===== config.mk =====
export PLATFORM = sky130hd
export DESIGN_NAME = at_command_frame_receiver
export DESIGN_NICKNAME = d
export VERILOG_FILES = /design/src/acfr_pkg.sv /design/src/acfr_cfg.sv /design/src/acfr_core.sv /design/src/at_command_frame_receiver.sv
export SDC_FILE = /design/constraint.sdc
export NUM_CORES = 1
export LEC_CHECK = 0
export BUFFER_PORTS_ARGS = -buffer_cell sky130_fd_sc_hd__buf_2
export CAP_MARGIN = 10
export CORE_AREA = 3 3 152 154
export CTS_BUF_LIST = sky130_fd_sc_hd__clkbuf_8
export CTS_CLUSTER_DIAMETER = 40
export DETAILED_ROUTE_END_ITERATION = 12
export DIE_AREA = 0 0 155 157
export PLACE_DENSITY_LB_ADDON = 0.12
export SLEW_MARGIN = 20
export SYNTH_ARGS = -nofsm -noshare
export SYNTH_HDL_FRONTEND = slang
export SYNTH_SLANG_ARGS = --single-unit

===== constraint.sdc =====
create_clock -name clk -period 2.4 [get_ports clk]
set_input_delay 0.24 -clock clk [delete_from_list [all_inputs] [get_ports clk]]
set_output_delay 0.24 -clock clk [all_outputs]
set_load 0.005 [all_outputs]

===== src/acfr_pkg.sv =====
// ----------------------------------------------------------------------------
// acfr_pkg - AT command frame receiver package
// Shared types, phase and status codes, and default configuration values.
// ----------------------------------------------------------------------------
package acfr_pkg;

  // Counter width for stored and received byte counts
  localparam int unsigned CNT_W = 9;

  // Default buffer depth
  localparam int unsigned BUFFER_DEPTH_DEF = 256;

  // APB register map
  localparam int unsigned PADDR_W = 4;
  localparam logic [1:0]  REG_HEAD_PATTERN = 2'd0;
  localparam logic [1:0]  REG_END_PATTERN  = 2'd1;
  localparam logic [1:0]  REG_MAX_LENGTH   = 2'd2;

  // Register reset values
  localparam logic [15:0] HEAD_PATTERN_RST = 16'h4154;  // "AT"
  localparam logic [15:0] END_PATTERN_RST  = 16'h0D0A;  // CR LF
  localparam logic [7:0]  MAX_LENGTH_RST   = 8'hFF;

  // Receiver phases
  localparam logic [2:0] PH_HEAD   = 3'd0;
  localparam logic [2:0] PH_BODY   = 3'd1;
  localparam logic [2:0] PH_BRACED = 3'd2;
  localparam logic [2:0] PH_TAIL   = 3'd3;
  localparam logic [2:0] PH_DONE   = 3'd4;

  // Result status codes
  localparam logic [1:0] ST_COLLECT  = 2'd0;
  localparam logic [1:0] ST_COMPLETE = 2'd1;
  localparam logic [1:0] ST_REJECT   = 2'd2;
  localparam logic [1:0] ST_OVERFLOW = 2'd3;

  // Opcodes
  localparam logic OP_DATA  = 1'b0;
  localparam logic OP_CLEAR = 1'b1;

  // Brace characters
  localparam logic [7:0] CH_OPEN_BRACE  = 8'h7B;
  localparam logic [7:0] CH_CLOSE_BRACE = 8'h7D;

  typedef struct packed {
    logic       opcode;
    logic [7:0] rx_byte;
  } in_t;

  typedef struct packed {
    logic [1:0]       status;
    logic             store_valid;
    logic [7:0]       store_index;
    logic [7:0]       store_byte;
    logic [CNT_W-1:0] frame_length;
    logic [CNT_W-1:0] bytes_received;
    logic [1:0]       error_phase;
  } out_t;

  typedef struct packed {
    logic [15:0] head_pattern;
    logic [15:0] end_pattern;
    logic [7:0]  max_length;
  } cfg_t;

endpackage


===== src/acfr_cfg.sv =====
// ----------------------------------------------------------------------------
// acfr_cfg - configuration registers
// APB-style register file holding head pattern, end pattern and max length.
// ----------------------------------------------------------------------------
module acfr_cfg
  import acfr_pkg::*;
(
  input  logic               clk,
  input  logic               rst_n,
  input  logic               psel,
  input  logic               penable,
  input  logic               pwrite,
  input  logic [PADDR_W-1:0] paddr,
  input  logic [31:0]        pwdata,
  output logic [31:0]        prdata,
  output logic               pready,
  output cfg_t               cfg
);

  logic [15:0] head_pattern_r, head_pattern_nxt;
  logic [15:0] end_pattern_r,  end_pattern_nxt;
  logic [7:0]  max_length_r,   max_length_nxt;
  logic        wr_en;
  logic [1:0]  reg_idx;

  assign pready  = 1'b1;
  assign wr_en   = psel & penable & pwrite;
  assign reg_idx = paddr[3:2];

  always_comb begin
    head_pattern_nxt = head_pattern_r;
    end_pattern_nxt  = end_pattern_r;
    max_length_nxt   = max_length_r;
    if (wr_en) begin
      unique case (reg_idx)
        REG_HEAD_PATTERN: head_pattern_nxt = pwdata[15:0];
        REG_END_PATTERN:  end_pattern_nxt  = pwdata[15:0];
        REG_MAX_LENGTH:   max_length_nxt   = pwdata[7:0];
        default: ;
      endcase
    end
  end

  always_ff @(posedge clk) begin
    if (!rst_n) begin
      head_pattern_r <= HEAD_PATTERN_RST;
      end_pattern_r  <= END_PATTERN_RST;
      max_length_r   <= MAX_LENGTH_RST;
    end else begin
      head_pattern_r <= head_pattern_nxt;
      end_pattern_r  <= end_pattern_nxt;
      max_length_r   <= max_length_nxt;
    end
  end

  always_comb begin
    unique case (reg_idx)
      REG_HEAD_PATTERN: prdata = {16'd0, head_pattern_r};
      REG_END_PATTERN:  prdata = {16'd0, end_pattern_r};
      REG_MAX_LENGTH:   prdata = {24'd0, max_length_r};
      default:          prdata = 32'd0;
    endcase
  end

  assign cfg.head_pattern = head_pattern_r;
  assign cfg.end_pattern  = end_pattern_r;
  assign cfg.max_length   = max_length_r;

endmodule


===== src/acfr_core.sv =====
// ----------------------------------------------------------------------------
// acfr_core - frame receiver state and per-byte update
// Holds phase, shift registers and counts; computes one result per step.
// ----------------------------------------------------------------------------
module acfr_core
  import acfr_pkg::*;
#(
  parameter int unsigned BUFFER_DEPTH = BUFFER_DEPTH_DEF
)
(
  input  logic clk,
  input  logic rst_n,
  input  logic step_en,
  input  in_t  item,
  input  cfg_t cfg,
  output out_t result
);

  localparam int unsigned DEPTH_W = $clog2(BUFFER_DEPTH + 1);
  localparam int unsigned CMP_W   = (DEPTH_W > CNT_W) ? DEPTH_W : CNT_W;
  localparam logic [CMP_W-1:0] DEPTH_LIM = CMP_W'(BUFFER_DEPTH);

  logic [2:0]       phase_r, phase_nxt;
  logic [15:0]      head_shift_r, head_shift_nxt;
  logic [15:0]      end_shift_r, end_shift_nxt;
  logic [CNT_W-1:0] stored_r, stored_nxt;
  logic [CNT_W-1:0] recv_r, recv_nxt;

  logic [15:0]      head_cat;
  logic [15:0]      end_cat;
  logic [CMP_W-1:0] stored_ext;
  logic             overflow;

  assign head_cat   = {head_shift_r[7:0], item.rx_byte};
  assign end_cat    = {end_shift_r[7:0], item.rx_byte};
  assign stored_ext = CMP_W'(stored_r);
  assign overflow   = (stored_r > {1'b0, cfg.max_length}) || (stored_ext >= DEPTH_LIM);

  always_comb begin
    phase_nxt      = phase_r;
    head_shift_nxt = head_shift_r;
    end_shift_nxt  = end_shift_r;
    stored_nxt     = stored_r;
    recv_nxt       = recv_r;

    result             = '0;
    result.status      = ST_COLLECT;

    if (item.opcode == OP_CLEAR) begin
      phase_nxt      = PH_HEAD;
      head_shift_nxt = '0;
      end_shift_nxt  = '0;
      stored_nxt     = '0;
      recv_nxt       = '0;
    end else if (phase_r == PH_HEAD) begin
      head_shift_nxt = head_cat;
      if (head_cat == cfg.head_pattern) begin
        phase_nxt     = PH_BODY;
        recv_nxt      = CNT_W'(2);
        stored_nxt    = '0;
        end_shift_nxt = '0;
      end
    end else if (phase_r >= PH_DONE) begin
      result.status = ST_REJECT;
    end else if (overflow) begin
      // abort: report phase, clear like a clear item
      result.status      = ST_OVERFLOW;
      result.error_phase = phase_r[1:0];
      phase_nxt      = PH_HEAD;
      head_shift_nxt = '0;
      end_shift_nxt  = '0;
      stored_nxt     = '0;
      recv_nxt       = '0;
    end else begin
      result.store_valid = 1'b1;
      result.store_index = stored_r[7:0];
      result.store_byte  = item.rx_byte;
      stored_nxt = stored_r + CNT_W'(1);
      recv_nxt   = recv_r + CNT_W'(1);
      if (phase_r == PH_BRACED) begin
        if (item.rx_byte == CH_CLOSE_BRACE) phase_nxt = PH_TAIL;
      end else begin
        if (phase_r == PH_BODY && item.rx_byte == CH_OPEN_BRACE) phase_nxt = PH_BRACED;
        end_shift_nxt = end_cat;
        // end match wins over an opening brace on the same byte
        if (end_cat == cfg.end_pattern) begin
          phase_nxt     = PH_DONE;
          result.status = ST_COMPLETE;
        end
      end
    end

    result.frame_length   = stored_nxt;
    result.bytes_received = recv_nxt;
  end

  always_ff @(posedge clk) begin
    if (!rst_n) begin
      phase_r      <= PH_HEAD;
      head_shift_r <= '0;
      end_shift_r  <= '0;
      stored_r     <= '0;
      recv_r       <= '0;
    end else if (step_en) begin
      phase_r      <= phase_nxt;
      head_shift_r <= head_shift_nxt;
      end_shift_r  <= end_shift_nxt;
      stored_r     <= stored_nxt;
      recv_r       <= recv_nxt;
    end
  end

endmodule


===== src/at_command_frame_receiver.sv =====
// ----------------------------------------------------------------------------
// at_command_frame_receiver - AT command frame receiver
// Per-byte frame assembly: head search, body, braced section, end match.
// ----------------------------------------------------------------------------
// Usage:
//   in_*  : one transaction per received byte (opcode 0) or clear (opcode 1).
//           A transaction completes at a clock edge with in_valid high and
//           in_stall low.
//   out_* : exactly one result transaction per input transaction, in order.
//   APB   : head_pattern at 0x0, end_pattern at 0x4, max_length at 0x8.
//           Write only while no transaction is in flight; pready is tied high.
// Path: a taken byte is held in the input register; its result is computed
//   from there and captured in the result register, which drives out_data.
// Throughput: one byte per cycle unless out_stall holds a result; the frame state
//   update is a single combinational pass from input register to result register.
// Stall: when out_stall holds a pending result, the input register still
//   takes a byte if it is empty; once both are full, in_stall rises in the
//   same cycle and stays up until the result is taken.
// Reset: synchronous, active low; registers return to "AT" / CR LF / 255,
//   the receiver goes to head search with all counts zero, both stages empty.
// ----------------------------------------------------------------------------
module at_command_frame_receiver
  import acfr_pkg::*;
#(
  parameter int unsigned BUFFER_DEPTH = BUFFER_DEPTH_DEF
)
(
  input  logic               clk,
  input  logic               rst_n,
  // input channel
  input  logic               in_valid,
  output logic               in_stall,
  input  in_t                in_data,
  // result channel
  output logic               out_valid,
  input  logic               out_stall,
  output out_t               out_data,
  // configuration port
  input  logic               psel,
  input  logic               penable,
  input  logic               pwrite,
  input  logic [PADDR_W-1:0] paddr,
  input  logic [31:0]        pwdata,
  output logic [31:0]        prdata,
  output logic               pready
);

  cfg_t cfg;
  out_t result;

  // input stage
  logic in_valid_r;
  in_t  in_data_r;
  // result stage
  logic out_valid_r;
  out_t out_data_r;

  logic adv;  // item in input register moves to result register

  assign adv      = in_valid_r & (~out_valid_r | ~out_stall);
  assign in_stall = in_valid_r & ~adv;

  acfr_cfg u_cfg (
    .clk     (clk),
    .rst_n   (rst_n),
    .psel    (psel),
    .penable (penable),
    .pwrite  (pwrite),
    .paddr   (paddr),
    .pwdata  (pwdata),
    .prdata  (prdata),
    .pready  (pready),
    .cfg     (cfg)
  );

  acfr_core #(
    .BUFFER_DEPTH (BUFFER_DEPTH)
  ) u_core (
    .clk     (clk),
    .rst_n   (rst_n),
    .step_en (adv),
    .item    (in_data_r),
    .cfg     (cfg),
    .result  (result)
  );

  // input register
  always_ff @(posedge clk) begin
    if (!rst_n) begin
      in_valid_r <= 1'b0;
    end else if (!in_stall) begin
      in_valid_r <= in_valid;
    end
  end

  always_ff @(posedge clk) begin
    if (in_valid && !in_stall) begin
      in_data_r <= in_data;
    end
  end

  // result register
  always_ff @(posedge clk) begin
    if (!rst_n) begin
      out_valid_r <= 1'b0;
    end else if (adv) begin
      out_valid_r <= 1'b1;
    end else if (!out_stall) begin
      out_valid_r <= 1'b0;
    end
  end

  always_ff @(posedge clk) begin
    if (adv) begin
      out_data_r <= result;
    end
  end

  assign out_valid = out_valid_r;
  assign out_data  = out_data_r;

  // --------------------------------------------------------------------------
  // Assertions
  // --------------------------------------------------------------------------

  // input side only backs up when the input register is occupied
  a_stall_needs_item: assert property (@(posedge clk) disable iff (!rst_n)
    in_stall |-> in_valid_r)
    else $error("in_stall raised with empty input register");

  // overflow never stores and leaves zero counts
  a_overflow_clean: assert property (@(posedge clk) disable iff (!rst_n)
    (out_valid && out_data.status == ST_OVERFLOW) |->
      (!out_data.store_valid && out_data.frame_length == '0 &&
       out_data.bytes_received == '0))
    else $error("overflow result stored a byte or kept counts");

  // stored byte count trails received count by the two head bytes
  a_count_offset: assert property (@(posedge clk) disable iff (!rst_n)
    (out_valid && out_data.store_valid) |->
      (out_data.bytes_received == out_data.frame_length + CNT_W'(2)))
    else $error("received count out of step with stored count");

  // frame completion only happens on a stored byte
  a_complete_stored: assert property (@(posedge clk) disable iff (!rst_n)
    (out_valid && out_data.status == ST_COMPLETE) |-> out_data.store_valid)
    else $error("frame completed without storing the byte");

endmodule

==> metrics.txt <==
outcome=finished with violations; violated checks=negative setup slack; first-pass GRT wire length=30,500 um; CP max FO=7; setup TNS=-0.0180 ns; Max stage delay cell, worst path=a221o_2; port bufs=90; clk slew on worst S/H paths=0.07 ns; CP Data Arrival Time=2.80 ns; critical path cell sequence=inv_2, ha_4, and4b_1, or3b_4, o211a_4, a221o_2, or3_1, a21oi_2; 1st-iter DRT viols=369; post-synthesis sequential area ratio=48.2%; Die H=157 um; Core Region=21,800 um2; CP startpoint kind=register; Initial Utilization=28.8%; Tcrit/Tclk final=101%; post-route antenna net violation count=0; Max-cap violations=0; Least-Margin Pin Slew=between 0.8 and 0.9 ns; commonest non-fill, non-tap cells in the layout=nand2_1 (128), buf_2 (90), dfxtp_1 (72); Final Hold Violating Endpoints=0; total number of vias=5,556; Mapped Area=around 6300 um2; Mapped Cells=around 700; Leak=3.32 nW; max incr delay on CP=around 0.48 ns; Max Transition Viols Final=0; final core occ=36.8%; Inserted Clock Buffers=17; vias in the first global route=roughly 5,500; largest net degree at the start of global routing=39; Power Density=596 nW/um2; P&R area growth vs syn=28.0%; full die area=24,300 um2; layout net count=908; Unique masters post-synth=between 50 and 60; initial antenna violation count=0; Post-synth EDFFs=48; Detailed Place HPWL=about 15,000 um; WL final=approximately 20,000 um; DRT Pass-1 Iters=5; most common cell after layout, fill and taps aside=nand2_1; CP endpoint kind=register; Setup CP Type=reg -> reg; root buf cell=clkbuf_8; RSZ-0062 raised after global routing=true; syn avg cell area=8.98 um2; worst setup margin=-0.0180 ns; required time of the critical path=between 2 and 3 ns; clock latency at the later pin of the worst-skew pair=0.46 ns; via/cell ratio=approximately 4.9; I/O pin cnt=126; Core Rows=54; CTS Buffer Depth=2; CTS Sinks=127; Synth async-reset ratio=0%; gr ovfl total=0; Tightest Hold Check Type=in -> reg; clock skew=0.0154 ns; share of cells above drive strength 1=approximately a quarter; # DRC=0; H-tree Lvls=4; Antenna Diode Count=0; drt wl/cell=about 17 um; Period minus WS final=~2.4 ns; die width=155 um; GRT Total Usage=roughly 16%; VDD IR max=0.324 mV; CTS tree=built; routability cong.=0.862; Post-synth top flop=dfxtp_1; YS warnings=0; flops & latches, synth=127; Post-Layout Inst Area=8030 um2; Max Fclk=0.414 GHz; Area after DPL=7360 um2; Slew HR=between 40 and 50%; Finish-stage setup viols=1
Yosys cell counts (all sizes together), types with 13 or more instances:
cell / count / area [um2]
nand2: 129 / 484
dfxtp: 79 / 1580
a21oi: 69 / 349
edfxtp: 48 / 1440
nor2: 41 / 154
clkbuf: 34 / 128
mux2i: 29 / 290
o21ai: 27 / 135
buf: 24 / 170
nor3: 19 / 95.1
nand4: 18 / 113
xnor2: 18 / 158
xor2: 18 / 158
nand3: 17 / 85.1
inv: 16 / 60.1
and3: 14 / 87.6
or3: 13 / 81.3
worst max-delay path: cells and delay by family, from the launching register on:
family,cells,cell delay [ns]
and+or+nand+nor,3,0.93
AOI/OAI and AO/OA,3,0.78
DFF,1,0.33
adders and majority gates,1,0.26
buffers and inverters,1,0.05
path summary, 6_finish.rpt:
kind                                            start                to  slack [ns]  cells after the start
worst min register to register             in_valid_r         out_valid        0.50                      2
worst max-delay path            u_cfg.max_length_r[7]  u_core.recv_r[6]       -0.02                      8
worst max register to register  u_cfg.max_length_r[7]  u_core.recv_r[6]       -0.02                      8
worst min-delay path                         in_valid        in_valid_r        0.03                      3
per-stage QoR:
step	setup slack (ns)	total power [mW]	cells	hold slack (ns)
2_1_floorplan	-0.0665	2.59	714	0.339
3_3_place_gp	-0.0375	2.76	1089	0.420
3_5_place_dp	-0.0742	2.77	1089	0.419
4_1_cts	-0.0487	4.83	1137	0.00492
5_1_grt	-0.102	4.98	1138	0.0161
6_report	-0.0180	4.78	1138	0.0313
cells by family after synthesis:
family	Yosys count	share of synthesized area, %
fa+ha+maj	11	2.19
simple gates	288	21.7
compound gates	131	12.4
mux	29	4.63
xor+xnor	36	5.02
other cells	2	0.120
flops	127	48.2
buf+inv	75	5.76
cell type report:
type	instances	area, um2
clock inverter	13	170
timing repair buffer	169	1100
fill	2266	13800
clock buffer	19	262
inverter	17	63.8
tap	280	350
multi-input combinational	513	3050
sequential	127	3030
state kept, by name (all words and copies together) (netlist names):
name / flops
u_core.stored_ext: 9
in_valid_r: 1
in_data_r: 9
out_data: 39
u_core.recv_r: 9
u_core.phase_r: 3
u_cfg.end_pattern_r: 16
u_cfg.max_length_r: 8
u_cfg.head_pattern_r: 16
out_valid: 1
u_core.end_shift_r: 8
u_core.head_shift_r: 8
where the power goes:
part / internal (mW) / switching (mW) / leakage [nW] / total [mW]
Combinational: 0.172 / 0.244 / 1.99 / 0.416
Clock: 1.17 / 0.866 / 0.236 / 2.04
Sequential: 2.29 / 0.0368 / 1.10 / 2.33
metal layers:
layer  vias up  track usage, %  part of all wire, %
met3        24            3.35                  5.2
met1      2639            19.7                   43
met2       163            28.9                   51
met5         -               0                    0
li1       2730               -                    -
met4         0            4.75                  1.3
what timing repair did:
| item | in CTS | in global routing |
|---|---|---|
| pin swaps | 13 | 4 |
| gates cloned | 1 | 0 |
| endpoints found under the setup margin | 19 | 39 |
| endpoints found under the hold margin | 13 | 0 |
| resized for setup | 6 | 23 |
| hold buffers | 12 | 0 |
| buffers inserted | 3 | 1 |
No activity file was read; power rests on OpenSTA's default activity.
